--- src/design/sbh_pkg.sv ---
// Shared types and constants for the SPI master with ready handshake.
package sbh_pkg;

  localparam int unsigned ByteW       = 8;
  localparam int unsigned BitCountW   = 4;
  localparam int unsigned BitsPerByte = 8;
  localparam int unsigned InDataW     = 16;
  localparam int unsigned OutDataW    = 16;

  typedef enum logic {
    KIND_TICK = 1'b0,
    KIND_LOAD = 1'b1
  } kind_t;

  typedef struct packed {
    kind_t              kind;
    logic [ByteW-1:0]   tx_byte;
    logic               last_byte;
    logic               miso_level;
    logic               ready_level;
  } item_t;

endpackage

--- src/design/spi_master_busy_handshake.sv ---
// Top level of the pin-level SPI master (mode 3, MSB first) with peripheral ready wait.
//
//   port group  dir  beat contents
//   in_*        in   load byte or tick with MISO/ready samples
//   out_*       out  pin levels and received byte, one beat per input beat
//   cfg_*       in   half_period_ticks write
//
// One beat per cycle sustained while out_tready stays high. An accepted beat sits in the
// input stage, then enters the queue and is taken from there by the engine into the
// result register, which offers its result.
// Reset: synchronous, rst_n low; select high, sclk high, mosi high, half period 1.
// A stalled out_tready fills the result register, the queue and the input stage,
// then in_tready drops.
module spi_master_busy_handshake
  import sbh_pkg::*;
(
  input  logic                clk,
  input  logic                rst_n,
  input  logic                in_tvalid,
  output logic                in_tready,
  input  logic [InDataW-1:0]  in_tdata,   // [7:0] tx_byte, [8] miso_level, [9] ready_level
  input  logic                in_tlast,   // last_byte
  input  logic                in_tuser,   // opcode
  output logic                out_tvalid,
  input  logic                out_tready,
  output logic [OutDataW-1:0] out_tdata,  // [0] sclk, [1] mosi, [2] select_n,
                                          // [10:3] rx_byte, [11] need_byte
  output logic                out_tlast,  // frame_done
  output logic                out_tuser,  // rx_valid
  input  logic                cfg_valid,
  output logic                cfg_ready,
  input  logic [ByteW-1:0]    cfg_data    // half_period_ticks
);

  logic  push_valid, push_ready;
  item_t push_item;
  logic  pop_valid, pop_ready;
  item_t pop_item;

  sbh_front u_front (
    .clk        (clk),
    .rst_n      (rst_n),
    .in_tvalid  (in_tvalid),
    .in_tready  (in_tready),
    .in_tdata   (in_tdata),
    .in_tlast   (in_tlast),
    .in_tuser   (in_tuser),
    .push_valid (push_valid),
    .push_ready (push_ready),
    .push_item  (push_item)
  );

  sbh_queue u_queue (
    .clk        (clk),
    .rst_n      (rst_n),
    .push_valid (push_valid),
    .push_ready (push_ready),
    .push_item  (push_item),
    .pop_valid  (pop_valid),
    .pop_ready  (pop_ready),
    .pop_item   (pop_item)
  );

  sbh_engine u_engine (
    .clk        (clk),
    .rst_n      (rst_n),
    .cfg_valid  (cfg_valid),
    .cfg_ready  (cfg_ready),
    .cfg_data   (cfg_data),
    .pop_valid  (pop_valid),
    .pop_ready  (pop_ready),
    .pop_item   (pop_item),
    .out_tvalid (out_tvalid),
    .out_tready (out_tready),
    .out_tdata  (out_tdata),
    .out_tlast  (out_tlast),
    .out_tuser  (out_tuser)
  );

endmodule

--- src/design/sbh_front.sv ---
// Input stage: takes stream beats, decodes the item kind, hands entries to the queue.
module sbh_front
  import sbh_pkg::*;
(
  input  logic               clk,
  input  logic               rst_n,
  input  logic               in_tvalid,
  output logic               in_tready,
  input  logic [InDataW-1:0] in_tdata,
  input  logic               in_tlast,
  input  logic               in_tuser,
  output logic               push_valid,
  input  logic               push_ready,
  output item_t              push_item
);

  logic  stage_valid_r, stage_valid_nxt;
  item_t stage_r, stage_nxt;
  logic  in_beat;

  assign in_tready = !stage_valid_r || push_ready;
  assign in_beat   = in_tvalid && in_tready;

  always_comb begin
    stage_valid_nxt = stage_valid_r;
    stage_nxt       = stage_r;
    if (stage_valid_r && push_ready) begin
      stage_valid_nxt = 1'b0;
    end
    if (in_beat) begin
      stage_valid_nxt       = 1'b1;
      stage_nxt.kind        = in_tuser ? KIND_LOAD : KIND_TICK;
      stage_nxt.tx_byte     = in_tdata[ByteW-1:0];
      stage_nxt.last_byte   = in_tlast;
      stage_nxt.miso_level  = in_tdata[ByteW];
      stage_nxt.ready_level = in_tdata[ByteW+1];
    end
  end

  always_ff @(posedge clk) begin
    if (!rst_n) begin
      stage_valid_r <= 1'b0;
    end else begin
      stage_valid_r <= stage_valid_nxt;
    end
    stage_r <= stage_nxt;
  end

  assign push_valid = stage_valid_r;
  assign push_item  = stage_r;

endmodule

--- src/design/sbh_queue.sv ---
// Two-entry queue between the input stage and the pin engine.
module sbh_queue
  import sbh_pkg::*;
(
  input  logic  clk,
  input  logic  rst_n,
  input  logic  push_valid,
  output logic  push_ready,
  input  item_t push_item,
  output logic  pop_valid,
  input  logic  pop_ready,
  output item_t pop_item
);

  item_t      mem_r [2];
  logic       wr_ptr_r, rd_ptr_r;
  logic [1:0] count_r;
  logic       do_push, do_pop;

  assign push_ready = (count_r != 2'd2);
  assign pop_valid  = (count_r != 2'd0);
  assign pop_item   = mem_r[rd_ptr_r];
  assign do_push    = push_valid && push_ready;
  assign do_pop     = pop_valid && pop_ready;

  always_ff @(posedge clk) begin
    if (!rst_n) begin
      wr_ptr_r <= 1'b0;
      rd_ptr_r <= 1'b0;
      count_r  <= 2'd0;
    end else begin
      if (do_push) wr_ptr_r <= ~wr_ptr_r;
      if (do_pop)  rd_ptr_r <= ~rd_ptr_r;
      case ({do_push, do_pop})
        2'b10:   count_r <= count_r + 2'd1;
        2'b01:   count_r <= count_r - 2'd1;
        default: count_r <= count_r;
      endcase
    end
    if (do_push) mem_r[wr_ptr_r] <= push_item;
  end

endmodule

--- src/design/sbh_engine.sv ---
// Pin engine: phase sequencer, shift registers, divider and result register.
module sbh_engine
  import sbh_pkg::*;
(
  input  logic                clk,
  input  logic                rst_n,
  input  logic                cfg_valid,
  output logic                cfg_ready,
  input  logic [ByteW-1:0]    cfg_data,
  input  logic                pop_valid,
  output logic                pop_ready,
  input  item_t               pop_item,
  output logic                out_tvalid,
  input  logic                out_tready,
  output logic [OutDataW-1:0] out_tdata,
  output logic                out_tlast,
  output logic                out_tuser
);

  typedef enum logic [2:0] {
    PH_IDLE = 3'd0,
    PH_WAIT = 3'd1,
    PH_LOW  = 3'd2,
    PH_HIGH = 3'd3,
    PH_NEED = 3'd4
  } phase_t;

  phase_t               phase_r, phase_nxt;
  logic [ByteW-1:0]     tx_r, tx_nxt;
  logic [ByteW-1:0]     rx_r, rx_nxt;
  logic [BitCountW-1:0] bit_r, bit_nxt, bit_inc;
  logic                 eof_r, eof_nxt;
  logic [ByteW-1:0]     div_r, div_nxt, div_inc;
  logic                 mosi_r, mosi_nxt;
  logic [ByteW-1:0]     half_r;
  logic [ByteW-1:0]     hp;
  logic                 elapsed;
  logic                 rx_valid;
  logic                 frame_done;
  logic [ByteW-1:0]     rx_out;
  logic                 out_valid_r;
  logic [OutDataW-1:0]  out_data_r;
  logic                 out_last_r, out_user_r;
  logic                 take;
  logic                 idle_nxt, need_nxt;

  assign cfg_ready = 1'b1;
  assign pop_ready = !out_valid_r || out_tready;
  assign take      = pop_valid && pop_ready;

  assign hp      = (half_r == '0) ? ByteW'(1) : half_r;
  assign div_inc = div_r + ByteW'(1);
  assign elapsed = (div_inc >= hp);
  assign bit_inc = bit_r + BitCountW'(1);

  always_comb begin
    phase_nxt  = phase_r;
    tx_nxt     = tx_r;
    rx_nxt     = rx_r;
    bit_nxt    = bit_r;
    eof_nxt    = eof_r;
    div_nxt    = div_r;
    mosi_nxt   = mosi_r;
    rx_valid   = 1'b0;
    frame_done = 1'b0;
    rx_out     = '0;
    if (pop_item.kind == KIND_LOAD) begin
      if (phase_r == PH_IDLE || phase_r == PH_NEED) begin
        tx_nxt    = pop_item.tx_byte;
        eof_nxt   = pop_item.last_byte;
        rx_nxt    = '0;
        bit_nxt   = '0;
        div_nxt   = '0;
        phase_nxt = PH_WAIT;
      end
    end else begin
      case (phase_r)
        PH_WAIT: begin
          if (pop_item.ready_level) begin
            mosi_nxt  = tx_r[ByteW-1];
            tx_nxt    = {tx_r[ByteW-2:0], 1'b0};
            div_nxt   = '0;
            phase_nxt = PH_LOW;
          end
        end
        PH_LOW: begin
          if (elapsed) begin
            rx_nxt  = {rx_r[ByteW-2:0], pop_item.miso_level};
            div_nxt = '0;
            if (bit_inc >= BitCountW'(BitsPerByte)) begin
              rx_valid = 1'b1;
              rx_out   = rx_nxt;
              bit_nxt  = '0;
              if (eof_r) begin
                frame_done = 1'b1;
                eof_nxt    = 1'b0;
                phase_nxt  = PH_IDLE;
              end else begin
                phase_nxt = PH_NEED;
              end
            end else begin
              bit_nxt   = bit_inc;
              phase_nxt = PH_HIGH;
            end
          end else begin
            div_nxt = div_inc;
          end
        end
        PH_HIGH: begin
          if (elapsed) begin
            mosi_nxt  = tx_r[ByteW-1];
            tx_nxt    = {tx_r[ByteW-2:0], 1'b0};
            div_nxt   = '0;
            phase_nxt = PH_LOW;
          end else begin
            div_nxt = div_inc;
          end
        end
        default: begin
        end
      endcase
    end
  end

  assign idle_nxt = (phase_nxt == PH_IDLE);
  assign need_nxt = idle_nxt || (phase_nxt == PH_NEED);

  always_ff @(posedge clk) begin
    if (!rst_n) begin
      phase_r     <= PH_IDLE;
      tx_r        <= '0;
      rx_r        <= '0;
      bit_r       <= '0;
      eof_r       <= 1'b0;
      div_r       <= '0;
      mosi_r      <= 1'b1;
      half_r      <= ByteW'(1);
      out_valid_r <= 1'b0;
    end else begin
      if (cfg_valid && cfg_ready) half_r <= cfg_data;
      if (take) begin
        phase_r <= phase_nxt;
        tx_r    <= tx_nxt;
        rx_r    <= rx_nxt;
        bit_r   <= bit_nxt;
        eof_r   <= eof_nxt;
        div_r   <= div_nxt;
        mosi_r  <= mosi_nxt;
      end
      if (take) begin
        out_valid_r <= 1'b1;
      end else if (out_tready) begin
        out_valid_r <= 1'b0;
      end
    end
    if (take) begin
      out_data_r <= {4'd0, need_nxt, rx_out, idle_nxt, mosi_nxt, (phase_nxt != PH_LOW)};
      out_last_r <= frame_done;
      out_user_r <= rx_valid;
    end
  end

  assign out_tvalid = out_valid_r;
  assign out_tdata  = out_data_r;
  assign out_tlast  = out_last_r;
  assign out_tuser  = out_user_r;

endmodule
--- config.mk ---
export PLATFORM = sky130hd
export DESIGN_NAME = spi_master_busy_handshake
export DESIGN_NICKNAME = d
export VERILOG_FILES = /design/src/design/sbh_pkg.sv /design/src/design/spi_master_busy_handshake.sv /design/src/design/sbh_front.sv /design/src/design/sbh_queue.sv /design/src/design/sbh_engine.sv
export SDC_FILE = /design/constraint.sdc
export NUM_CORES = 1
export LEC_CHECK = 0
export BUFFER_PORTS_ARGS = -buffer_cell sky130_fd_sc_hd__buf_2
export CELL_PAD_IN_SITES_DETAIL_PLACEMENT = 1
export CELL_PAD_IN_SITES_GLOBAL_PLACEMENT = 1
export CORE_MARGIN = 2
export CORE_UTILIZATION = 35
export DETAILED_ROUTE_END_ITERATION = 8
export GPL_TIMING_DRIVEN = 0
export PLACE_DENSITY = 0.66
export SYNTH_ARGS = -nofsm -noshare
export SYNTH_HDL_FRONTEND = slang
export SYNTH_HIERARCHICAL = 1
export SYNTH_SLANG_ARGS = --single-unit
--- constraint.sdc ---
create_clock -name clk -period 9.04 [get_ports clk]
set_input_delay 1.808 -clock clk [delete_from_list [all_inputs] [get_ports clk]]
set_output_delay 1.808 -clock clk [all_outputs]
set_load 0.02 [all_outputs]
==> run metrics <==
end point of the critical path u_engine/div_r[5]; RR Startpoint u_engine/div_r[0]; vias in the first global route 2908; Clk Latency, worst-skew pair 340 ps; Post-Syn Area 0.00432 mm²; # DRC 0; antenna violations before repair 0; PortBufs 39; final hold vios 0; fin crit period 3590 ps; routed vias/inst 5.15; most used routing layer met2; Synth Warn # 6; Least-Margin Pin Slew 1290 ps; HP Class reg2reg; CTS H-tree lvls 3; final WL 8.76 mm; pre-CTS setup slack 5090 ps; critical path class in2reg; Top cell by count, worst path inv_1; largest family of logic cells by synthesized area simple AND/OR/NAND/NOR gates; Final Max Tran Viols 0; slowest stage delay, CP 960 ps; post-synthesis xor/xnor area fraction 0.0223; Starting DRT DRC Count 107; fraction of layout cells with a size suffix above 1 0.231; RSZ-0062 raised after global routing no; Most used DFF post-synth edfxtp_1; Die Span Y 115 µm; Routed WL per cell 15.7 µm; diodes inserted 0; Syn-to-layout area delta 15.9%; Max VDD drop 118 µV; post-synthesis adder-cell area fraction 0.0319; Filler Cell Count 1319; GRT met3 Usage 0.0395; vias post-DR 2875; postcts setup bufs 0; fin cells 558; Post-CTS Hold Fix Bufs 0; Global Route met1 Usage 0.176; multiplexer area fraction after synthesis 0.0756; ys async rst share 0; cells on worst reg2reg path 10; antenna-violating nets left 0; Mapped Cells 353; gpl congestion 0.851; GRT Util Overall 0.141; synthesized flop and latch total 97; met2 Use GR 0.238; cts repair resizes 0; simple-gate portion of the synthesized area 0.141; arrival time worst endpoint 3860 ps; Max clock buf depth 2; leakage power 2.01 nW; first-pass GRT wire length 14.4 mm; die area 0.0132 mm²; worst r2r dst u_engine/out_tdata[11]; CTS clk-pin slew, worst paths 70 ps; Startpoint Class input pin; Required @ worst endpoint 9300 ps; reg-to-reg slack, setup 5700 ps; placed cell count 542; sequential-to-total area share from yosys stat 0.566; final net count 448; slew margin rel. 0.141; grt total ovfl 0; clock buffer count from CTS 9; boundary pin count 52; hold path startpoint u_front/push_item[5]; largest net degree at the start of global routing 24; Post-synth EDFFs 50; Critical path origin out_tready; Die W 115 µm; pwr/cell area 254 mW/mm²; Synth Area in Compound Gates 0.123; setup_tns 0 ps; detailed-router iteration count before antenna repair 4; Crit Path Max Fanout 23; Tcrit/Tclk final 0.398; final setup vio count 0; Rows 40; skew final 7.15 ps; Clock Sinks 97; CTS tree done; outcome finished, final reports clean; worst-path cell chain buf_2 -> nor2b_1 -> inv_1 -> nand2_1 -> inv_1 -> clkbuf_1 -> a41oi_1 -> a31oi_1; clock root buffer clkbuf_16; Max stage delay cell, worst path clkbuf_1; Max-Cap Viols 0; FMAX 278 MHz; Critical Path End Type flop; Core ar. 0.0120 mm²; Synth cell types 64; Initial Utilization 0.359; HPWL after DPL 6.38 mm; Syn Area/Cell 12.2 µm²; final worst setup slack 5450 ps
-- area by class of cell --
type	count	area [µm²]	share of cell area
Clock buffer	10	229	0.0457
Inverter	15	56.3	0.0112
Tap cell	147	184	0.0367
Sequential cell	97	2440	0.488
Timing Repair Buffer	39	195	0.0390
Multi-Input combinational cell	224	1720	0.344
Clock inverter	6	68.8	0.0137
Buffer	20	109	0.0217
-- report_power, final --
part	switching [W]	internal (W)
combinational	0.000201	0.000128
clock	0.000166	0.000216
sequential	0.0000284	0.000534
-- cells in the mapped netlist, types with 6 or more instances --
cell	instances	share of area
and3_1	6	0.0087
o21ai_0	7	0.0081
nor2_1	6	0.0052
edfxtp_1	50	0.35
inv_1	15	0.013
buf_4	6	0.010
clkbuf_1	10	0.0087
a32o_1	7	0.016
nor2b_1	14	0.020
xnor2_1	7	0.014
dfxtp_1	47	0.22
nand3_1	14	0.016
mux2_2	13	0.034
o211a_1	8	0.019
and2_1	11	0.016
nand2_1	19	0.017
mux2i_1	18	0.042
ha_1	11	0.032
-- cell families after synthesis --
family                   after synthesis
other                                  2
multiplexers                          31
flip-flops                            97
XOR/XNOR                              11
AO/OA/AOI/OAI                         64
buffers and inverters                 35
AND/OR/NAND/NOR                      102
adder cells (fa/ha/maj)               11
-- how the worst min path moves through the flow --
stage	cells after the start	slack, ps	end
after floorplan	0	420	u_queue/mem_r[0][0]
after global placement	0	420	u_queue/mem_r[0][9]
after detailed placement	0	430	u_queue/mem_r[1][8]
after CTS	0	450	u_queue/mem_r[1][7]
after global routing	0	460	u_queue/mem_r[0][5]
final	0	450	u_queue/mem_r[0][5]
-- placed cells by master, fill, tap and decap left out, types with 5 or more instances in the layout --
master | synthesis | layout
xnor2_1 | 7 | 7
o21ai_0 | 7 | 7
clkbuf_16 | 0 | 9
nand2_1 | 19 | 19
dfxtp_1 | 47 | 47
nand3_1 | 14 | 14
inv_1 | 15 | 15
and3_1 | 6 | 6
nor2_1 | 6 | 6
buf_2 | 2 | 41
clkbuf_1 | 10 | 11
mux2_2 | 13 | 13
buf_4 | 6 | 6
a32o_1 | 7 | 7
o211a_1 | 8 | 8
conb_1 | 2 | 5
and2_1 | 11 | 11
mux2i_1 | 18 | 18
edfxtp_1 | 50 | 50
ha_1 | 11 | 11
nor2b_1 | 14 | 14
-- worst max-delay path, delay by kind of cell --
family,cells,cell delay (ps)
compound gates,2,460
buf+inv,4,1340
simple gates,2,230
-- state kept, by name (all words and copies together) (netlist names), 2 cells and up, named ones only --
name / cells
u_queue/mem_r: 24
u_engine/tx_r: 8
u_queue/count_r: 2
u_engine/bit_r: 4
u_front/push_item: 12
u_engine/out_tdata: 12
u_engine/phase_r: 3
u_engine/rx_r: 7
u_engine/div_r: 8
u_engine/half_r: 8
-- per-stage QoR --
step / power, W / area, µm² / util / hold WS [ps]
final: 0.00127 / 5010 / 0.417 / 447
after global routing: 0.00135 / 5010 / 0.417 / 460
after CTS: 0.00129 / 5010 / 0.417 / 450
after detailed placement: 0.000904 / 4710 / 0.392 / 432
after global placement: 0.000890 / 4710 / 0.392 / 423
after floorplan: 0.000810 / 4330 / - / 421
-- layer usage --
| metal | vias up | wire length (µm) |
|---|---|---|
| met2 | 47 | 4300 |
| li1 | 1411 | - |
| met5 | - | 0 |
| met1 | 1410 | 4030 |
| met3 | 7 | 333 |
| met4 | 0 | 93 |
(Power assumes the default switching activity.)
